$ cat src/rtl/tlt_pkg.sv
// Shared types and constants for the timed lock table.
`default_nettype none

package tlt_pkg;

    localparam int DEV_W  = 16;
    localparam int PATH_W = 32;
    localparam int TIME_W = 32;
    localparam int SLOT_W = 5;
    localparam int STAT_W = 2;

    localparam logic [TIME_W-1:0] HOLD_RESET = 32'd300;

    localparam logic CMD_ACQUIRE = 1'b0;
    localparam logic CMD_RELEASE = 1'b1;

    localparam logic [STAT_W-1:0] ST_OK     = 2'd0;
    localparam logic [STAT_W-1:0] ST_LOCKED = 2'd1;
    localparam logic [STAT_W-1:0] ST_FULL   = 2'd2;

    typedef struct packed {
        logic [DEV_W-1:0]  device;
        logic [PATH_W-1:0] path;
        logic [TIME_W-1:0] expiry;
    } t_entry;

    // Outcome of testing one entry against the request.
    typedef struct packed {
        logic hit;
        logic free;
    } t_cmp;

    // Write strobes into the table: owner fields and expiry separately.
    typedef struct packed {
        logic owner;
        logic expiry;
    } t_wr_en;

endpackage

`default_nettype wire

$ cat src/rtl/tlt_mem.sv
// Lock table storage: one write port with per-field strobes, one registered read port.
`default_nettype none

module tlt_mem #(
    parameter int NUM_LOCKS = 32,
    parameter int IW        = 5
) (
    input  wire logic                          i_clk,
    input  wire tlt_pkg::t_wr_en               i_we,
    input  wire logic [IW-1:0]                 i_waddr,
    input  wire tlt_pkg::t_entry               i_wdata,
    input  wire logic [IW-1:0]                 i_raddr,
    output tlt_pkg::t_entry                    o_rdata
);
    import tlt_pkg::*;

    logic [DEV_W-1:0]  r_dev  [NUM_LOCKS];
    logic [PATH_W-1:0] r_path [NUM_LOCKS];
    logic [TIME_W-1:0] r_exp  [NUM_LOCKS];
    t_entry            r_rdata;

    always_ff @(posedge i_clk) begin
        if (i_we.owner) begin
            r_dev[i_waddr]  <= i_wdata.device;
            r_path[i_waddr] <= i_wdata.path;
        end
        if (i_we.expiry) begin
            r_exp[i_waddr] <= i_wdata.expiry;
        end
    end

    always_ff @(posedge i_clk) begin
        r_rdata.device <= r_dev[i_raddr];
        r_rdata.path   <= r_path[i_raddr];
        r_rdata.expiry <= r_exp[i_raddr];
    end

    assign o_rdata = r_rdata;

endmodule

`default_nettype wire

$ cat src/rtl/tlt_cmp.sv
// Entry test unit: owner match with live expiry, and free-entry detect.
`default_nettype none

module tlt_cmp (
    input  wire tlt_pkg::t_entry          i_entry,
    input  wire logic [tlt_pkg::DEV_W-1:0]  i_device,
    input  wire logic [tlt_pkg::PATH_W-1:0] i_path,
    input  wire logic [tlt_pkg::TIME_W-1:0] i_now,
    output tlt_pkg::t_cmp                 o_res
);
    import tlt_pkg::*;

    // Expiry at or after now keeps the lock held.
    assign o_res.hit  = (i_entry.path == i_path) && (i_entry.device == i_device)
                        && (i_entry.expiry >= i_now);
    assign o_res.free = (i_entry.expiry == '0);

endmodule

`default_nettype wire

$ cat src/rtl/timed_lock_table_unit.sv
// Timed lock table: top level with sequencer, table storage and entry test unit.
//
// Usage:
//   Input channel (i_valid / o_ready) carries one request: acquire (i_cmd = 0)
//   with device, path and current time, or release (i_cmd = 1) of one slot.
//   Output channel (o_valid / i_ready) returns one status and slot per request.
//   i_cfg_we / i_cfg_wdata write the hold time; write it only while idle.
// Timing:
//   An acquire scans the table from the top index down, one entry per cycle
//   through the single read port and the entry test unit; the scan stops
//   early on a live match; a release skips the scan. One request is in work
//   at a time: o_ready is high only when idle.
// Reset:
//   i_rst_n is synchronous, active low. After reset a clearing pass writes
//   every table entry to zero, with o_ready held low; hold-time writes are
//   still taken during the pass. Hold time resets to 300.
// Stall:
//   A finished result sits in the output register until taken; the next
//   request is accepted meanwhile, and its result waits until the register
//   frees up.
`default_nettype none

module timed_lock_table_unit #(
    parameter int NUM_LOCKS = 32
) (
    input  wire logic                           i_clk,
    input  wire logic                           i_rst_n,
    input  wire logic                           i_cfg_we,
    input  wire logic [tlt_pkg::TIME_W-1:0]     i_cfg_wdata,
    input  wire logic                           i_valid,
    output logic                                o_ready,
    input  wire logic                           i_cmd,
    input  wire logic [tlt_pkg::DEV_W-1:0]      i_device_id,
    input  wire logic [tlt_pkg::PATH_W-1:0]     i_object_path,
    input  wire logic [tlt_pkg::TIME_W-1:0]     i_now,
    input  wire logic [tlt_pkg::SLOT_W-1:0]     i_release_slot,
    output logic                                o_valid,
    input  wire logic                           i_ready,
    output logic [tlt_pkg::STAT_W-1:0]          o_status,
    output logic [tlt_pkg::SLOT_W-1:0]          o_slot
);
    import tlt_pkg::*;

    localparam int IW = (NUM_LOCKS > 1) ? $clog2(NUM_LOCKS) : 1;
    localparam logic [IW-1:0] TOP_IDX = IW'(NUM_LOCKS - 1);

    typedef enum logic [4:0] {
        S_CLEAR = 5'b00001,
        S_IDLE  = 5'b00010,
        S_SCAN  = 5'b00100,
        S_WRITE = 5'b01000,
        S_DONE  = 5'b10000
    } t_state;

    t_state              r_state, n_state;
    logic [IW-1:0]       r_idx, n_idx;          // read / clear address
    logic                r_more, n_more;        // reads still to issue
    logic                r_pend, n_pend;        // read data valid this cycle
    logic [IW-1:0]       r_pidx, n_pidx;        // index of the data in hand
    logic                r_have_free, n_have_free;
    logic [IW-1:0]       r_free_idx, n_free_idx;
    logic [TIME_W-1:0]   r_hold_time;

    // Latched request
    logic                r_cmd;
    logic [DEV_W-1:0]    r_dev;
    logic [PATH_W-1:0]   r_path;
    logic [TIME_W-1:0]   r_now;
    logic [SLOT_W-1:0]   r_rel;

    // Finished result, then output register
    logic [STAT_W-1:0]   r_res_status, n_res_status;
    logic [SLOT_W-1:0]   r_res_slot, n_res_slot;
    logic                r_o_valid, n_o_valid;
    logic [STAT_W-1:0]   r_o_status, n_o_status;
    logic [SLOT_W-1:0]   r_o_slot, n_o_slot;

    t_wr_en              mem_we;
    logic [IW-1:0]       mem_waddr;
    t_entry              mem_wdata;
    t_entry              mem_rdata;
    t_cmp                cmp_res;

    logic                in_xfer;
    logic                rel_in_range;

    assign in_xfer      = i_valid && o_ready;
    assign o_ready      = (r_state == S_IDLE);
    assign rel_in_range = ({{(32 - SLOT_W){1'b0}}, r_rel} < 32'(NUM_LOCKS));

    tlt_mem #(
        .NUM_LOCKS (NUM_LOCKS),
        .IW        (IW)
    ) u_mem (
        .i_clk   (i_clk),
        .i_we    (mem_we),
        .i_waddr (mem_waddr),
        .i_wdata (mem_wdata),
        .i_raddr (r_idx),
        .o_rdata (mem_rdata)
    );

    tlt_cmp u_cmp (
        .i_entry  (mem_rdata),
        .i_device (r_dev),
        .i_path   (r_path),
        .i_now    (r_now),
        .o_res    (cmp_res)
    );

    // Table write port: clearing pass, claim of a free entry, or release.
    always_comb begin
        mem_we    = '0;
        mem_waddr = r_idx;
        mem_wdata = '0;
        case (r_state)
            S_CLEAR: begin
                mem_we.owner  = 1'b1;
                mem_we.expiry = 1'b1;
            end
            S_WRITE: begin
                if (r_cmd == CMD_ACQUIRE) begin
                    mem_waddr        = r_free_idx;
                    mem_we.owner     = r_have_free;
                    mem_we.expiry    = r_have_free;
                    mem_wdata.device = r_dev;
                    mem_wdata.path   = r_path;
                    mem_wdata.expiry = r_now + r_hold_time;   // wraps at 32 bits
                end else begin
                    mem_waddr     = IW'(r_rel);
                    mem_we.expiry = rel_in_range;
                end
            end
            default: begin
            end
        endcase
    end

    // Sequencer
    always_comb begin
        n_state      = r_state;
        n_idx        = r_idx;
        n_more       = r_more;
        n_pend       = 1'b0;
        n_pidx       = r_pidx;
        n_have_free  = r_have_free;
        n_free_idx   = r_free_idx;
        n_res_status = r_res_status;
        n_res_slot   = r_res_slot;
        n_o_valid    = r_o_valid && !i_ready;
        n_o_status   = r_o_status;
        n_o_slot     = r_o_slot;

        case (r_state)
            S_CLEAR: begin
                // sweep down to entry 0, then open for requests
                if (r_idx == '0) begin
                    n_state = S_IDLE;
                end else begin
                    n_idx = r_idx - 1'b1;
                end
            end
            S_IDLE: begin
                if (in_xfer) begin
                    n_have_free = 1'b0;
                    n_free_idx  = '0;
                    if (i_cmd == CMD_ACQUIRE) begin
                        n_idx   = TOP_IDX;
                        n_more  = 1'b1;
                        n_state = S_SCAN;
                    end else begin
                        n_state = S_WRITE;
                    end
                end
            end
            S_SCAN: begin
                // issue the next read while testing the entry just returned
                n_pend = r_more;
                n_pidx = r_idx;
                if (r_more) begin
                    if (r_idx == '0) begin
                        n_more = 1'b0;
                    end else begin
                        n_idx = r_idx - 1'b1;
                    end
                end
                if (r_pend) begin
                    if (cmp_res.hit) begin
                        n_res_status = ST_LOCKED;
                        n_res_slot   = '0;
                        n_more       = 1'b0;
                        n_pend       = 1'b0;
                        n_state      = S_DONE;
                    end else begin
                        if (cmp_res.free && !r_have_free) begin
                            n_have_free = 1'b1;
                            n_free_idx  = r_pidx;
                        end
                        if (r_pidx == '0) begin
                            n_state = S_WRITE;
                        end
                    end
                end
            end
            S_WRITE: begin
                if (r_cmd == CMD_RELEASE) begin
                    n_res_status = ST_OK;
                    n_res_slot   = r_rel;
                end else if (r_have_free) begin
                    n_res_status = ST_OK;
                    n_res_slot   = SLOT_W'(r_free_idx);
                end else begin
                    n_res_status = ST_FULL;
                    n_res_slot   = '0;
                end
                n_state = S_DONE;
            end
            S_DONE: begin
                // hand over once the output register is empty or being drained
                if (!r_o_valid || i_ready) begin
                    n_o_valid  = 1'b1;
                    n_o_status = r_res_status;
                    n_o_slot   = r_res_slot;
                    n_state    = S_IDLE;
                end
            end
            default: begin
                n_state = S_IDLE;
            end
        endcase
    end

    always_ff @(posedge i_clk) begin
        if (!i_rst_n) begin
            r_state     <= S_CLEAR;
            r_idx       <= TOP_IDX;
            r_more      <= 1'b0;
            r_pend      <= 1'b0;
            r_have_free <= 1'b0;
            r_o_valid   <= 1'b0;
            r_hold_time <= HOLD_RESET;
        end else begin
            r_state     <= n_state;
            r_idx       <= n_idx;
            r_more      <= n_more;
            r_pend      <= n_pend;
            r_have_free <= n_have_free;
            r_o_valid   <= n_o_valid;
            if (i_cfg_we) begin
                r_hold_time <= i_cfg_wdata;
            end
        end
    end

    // Payload registers
    always_ff @(posedge i_clk) begin
        r_pidx       <= n_pidx;
        r_free_idx   <= n_free_idx;
        r_res_status <= n_res_status;
        r_res_slot   <= n_res_slot;
        r_o_status   <= n_o_status;
        r_o_slot     <= n_o_slot;
        if (in_xfer) begin
            r_cmd  <= i_cmd;
            r_dev  <= i_device_id;
            r_path <= i_object_path;
            r_now  <= i_now;
            r_rel  <= i_release_slot;
        end
    end

    assign o_valid  = r_o_valid;
    assign o_status = r_o_status;
    assign o_slot   = r_o_slot;

`ifndef NO_ASSERTIONS
    // One request at a time: the port closes right after a transfer in.
    a_busy_after_xfer: assert property (@(posedge i_clk) disable iff (!i_rst_n)
        (i_valid && o_ready) |=> !o_ready)
        else $error("input accepted on consecutive cycles");

    // Only defined status codes leave the block.
    a_status_code: assert property (@(posedge i_clk) disable iff (!i_rst_n)
        o_valid |-> (o_status == ST_OK || o_status == ST_LOCKED || o_status == ST_FULL))
        else $error("undefined status code on output");

    // A denied request reports slot zero.
    a_denied_slot: assert property (@(posedge i_clk) disable iff (!i_rst_n)
        (o_valid && o_status != ST_OK) |-> (o_slot == '0))
        else $error("nonzero slot on a denial");

    // A pending result is not overwritten while stalled.
    a_out_hold: assert property (@(posedge i_clk) disable iff (!i_rst_n)
        (o_valid && !i_ready) |=> (o_valid && $stable(o_status) && $stable(o_slot)))
        else $error("stalled result changed");
`endif

endmodule

`default_nettype wire
$ cat config.mk
export PLATFORM = sky130hd
export DESIGN_NAME = timed_lock_table_unit
export DESIGN_NICKNAME = d
export VERILOG_FILES = /design/src/rtl/tlt_pkg.sv /design/src/rtl/tlt_mem.sv /design/src/rtl/tlt_cmp.sv /design/src/rtl/timed_lock_table_unit.sv
export SDC_FILE = /design/constraint.sdc
export NUM_CORES = 2
export LEC_CHECK = 0
export BUFFER_PORTS_ARGS = -buffer_cell sky130_fd_sc_hd__buf_2
export CORE_ASPECT_RATIO = 2
export CORE_MARGIN = 1.5
export CORE_UTILIZATION = 45
export CTS_BUF_LIST = sky130_fd_sc_hd__clkbuf_4 sky130_fd_sc_hd__clkbuf_8
export CTS_CLUSTER_SIZE = 28
export DETAILED_ROUTE_END_ITERATION = 12
export PLACE_DENSITY_LB_ADDON = 0.2
export SLEW_MARGIN = 25
export SYNTH_ARGS = -nofsm -noshare
export SYNTH_HDL_FRONTEND = slang
export SYNTH_HIERARCHICAL = 1
export SYNTH_SLANG_ARGS = --single-unit
$ cat constraint.sdc
create_clock -name i_clk -period 12 [get_ports i_clk]
set_input_delay 0 -clock i_clk [delete_from_list [all_inputs] [get_ports i_clk]]
set_output_delay 0 -clock i_clk [all_outputs]
set_load 0.03 [all_outputs]
==> qor.yml <==
status: "completed"
fmax_mhz: 193
async_reset_ff_share_pct: 0
crit_fanout: 31
io_pins: 132
ys_seq_elements: 2796
hp-class: "in2reg"
critPathArrivalTime_ns: 5.78
syn_area_um2: 108000
clk_latency_ns: 1.04
gp_congestion: 0.833
yosys_warnings: 6
maxCapViolations: 0
grt_antenna_before_repair: 8
syn-num-nets: 5798
drv_slew: 0
worstPathRequired_ns: 12.60
clockBufferDepth: 4
vias_per_cell: 5.89
numCtsBuffers: 392
die_w_um: 350
grt-ovfl-total: 0
clock-sinks: 2796
syn_area_per_cell_um2: 19.3
p_leak_nw: 45.0
grt_usage_pct: 25.6
nets: 6510
synth.most_common_cell: "edfxtp_1"
ys_top_cells_by_area: "edfxtp_1 74%, mux4_2 6.7%, mux2i_1 6.3%"
fin_crit_sh_pct: 43.2
synth_common_cells: "2,670 x edfxtp_1, 679 x mux2i_1, 428 x a22oi_1"
finalHoldViolations: 0
worstPathBufferInverterCount: 1
die-area_um2: 244000
num_rows: 254
powerDensity_nw_per_um2: 169
worstMarginPinSlew_ns: 1.15
relSlewSlack_pct: 23.1
slowest_delay_ns: 1.14
grt_pass1_wl_um: 437000
slowest_stage: "nor2_4"
hpwl_um: 181000
syn_inst: 5609
setup_viol: 0
drt-total-wl_um: 314000
dr_total_vias: 57900
endpoint_kind: "flip-flop"
clk_root_buffer_cell: "clkbuf_8"
cts_tree: "built"
synth-seq-area-share_pct: 76.4
dr.pass1.iters: 9
synth_edf_count: 2670
first_global_vias: 60500
ant_nets: 0
synth.distinct_cells: 79
min_period_ns: 5.18
synth_ff_type: "edfxtp_1"
coreArea_um2: 239000
route.detailed.drc: 0
worstSetupStartpointType: "flip-flop"
chipHeight_um: 697
syn2layout_area_growth_pct: 15.2
crit_type: "reg2reg"
synth_top_area_cell: "edfxtp_1"
cp_top_family: "simple AND/OR/NAND/NOR gates"
rsz0062_at_grt: "no"
io_buffers: 131
start_util_pct: 45.2
hold_slack_ns: 0.211
htreeDepth: 5
grt_max_degree: 141
worstPathCellList: "nor2_1, nand3_1, o21ai_0, nand3b_1, nor2_4, buf_4"
first_iter_violations: 5357
fin_skew_ns: 0.0750
synthDominantCellAreaShare_pct: 74.1
postCtsSetupRepairBufs: 0
fin_setup_tns_ns: 0
clk_pin_slew_ns: 0.07
wl_per_cell_um: 31.9
ir_worst_vdd_mv: 0.108
drive_above_1_share_pct: 21.4
[tightest hold or removal path, delay by kind of cell]
kind / cells / cell delay [ns]
buf+inv: 3 / 1.13
[area by class of cell]
cell class                      count  area [um^2]
Multi-Input combinational cell   2467        24600
Fill cell                       19100       115000
Timing Repair Buffer              619         5270
Tap cell                         3200         4000
Antenna cell                        4         10.0
Inverter                           45          169
Clock buffer                      542         6750
Clock inverter                    167         1200
Sequential cell                  2796        82700
[cell usage in the layout (no fill, tap or decap), types with 7 or more instances in the layout]
master,synthesis,layout
and2_1,68,36
mux2i_1,679,678
nand2_1,79,78
a21o_1,16,16
o21bai_1,7,7
bufinv_16,0,14
nor2b_4,0,9
nor2_4,0,73
clkbuf_4,0,114
o21a_1,8,8
nand3_1,182,182
and2_2,0,29
mux4_2,320,320
nor2_1,131,54
nand4_1,57,57
nor3_1,14,11
buf_4,39,168
a21oi_1,49,49
buf_2,101,131
clkinv_1,0,82
clkbuf_8,1,428
nand2b_1,7,7
nor4_1,14,13
buf_12,0,9
xnor2_1,61,61
nor2b_1,51,39
a22oi_1,428,428
a31oi_1,53,53
inv_1,45,45
clkinv_2,0,48
edfxtp_1,2670,2670
clkinvlp_4,0,11
dfxtp_1,126,121
a22o_1,46,46
o21ai_0,26,26
ha_1,65,65
dlygate4sd3_1,0,307
nand3b_1,10,10
[timing repair]
item,in CTS,in global routing
hold buffers,307,0
resized for setup,0,0
hold endpoints to repair,183,0
[registers in the layout, indices dropped and copies added (netlist names), 16 cells and up]
register and count:
r_hold_time 32, u_mem/r_path 1024, r_path 32, r_dev 16
u_mem/r_exp 1024, u_mem/r_dev 512, u_mem/o_rdata 80, r_now 32
[power by group]
part           switching, W  internal, W  leakage [nW]
clock               0.00364      0.00395          4.19
combinational       0.00143     0.000922          14.5
sequential         0.000239       0.0109          26.3
[routing by layer]
metal	GRT usage, %	up-vias	share of wire [%]
met1	27.6	30600	34
met4	11.6	0	4.8
met2	49.0	2220	56
met5	0	-	0
met3	3.52	661	5.1
li1	-	24400	-
[cell families (layout without fill, tap and decap cells)]
logic type                 after synthesis  count (layout)  synth area share (%)
AOI/OAI and AO/OA                      687             687                  4.68
and+or+nand+nor                        648             648                  3.10
DFF                                   2796            2796                  76.4
xor gates and xnor gates                67              67                 0.542
buffers and inverters                  346            1373                  1.57
other                                    0               4                     0
muxes                                  999             999                  12.9
adders and majority gates               66              66                 0.770
[stage by stage]
stage / std cells / instance area, um^2 / setup WS (ns) / total power (W) / util [%]
6_report: 9840 / 125000 / 6.82 / 0.0211 / 52.1
3_5_place_dp: 8817 / 114000 / 6.76 / 0.0137 / 47.5
5_1_grt: 9838 / 125000 / 6.45 / 0.0218 / 52.1
3_3_place_gp: 8813 / 113000 / 6.78 / 0.0136 / 47.4
4_1_cts: 9833 / 125000 / 6.76 / 0.0213 / 52.1
2_1_floorplan: 5609 / 108000 / 7.62 / 0.0127 / -
[final timing paths]
path,startpoint,end,slack (ns),cells after the start
setup / recovery,r_state[4],u_mem/r_dev[25][13],6.82,6
hold / removal,i_device_id[11],r_dev[11],0.21,3
setup reg to reg,r_state[4],u_mem/r_dev[25][13],6.82,6
hold reg to reg,r_res_status[1],o_status[1],0.41,0
Note: power is estimated with default switching activity, not from simulation.
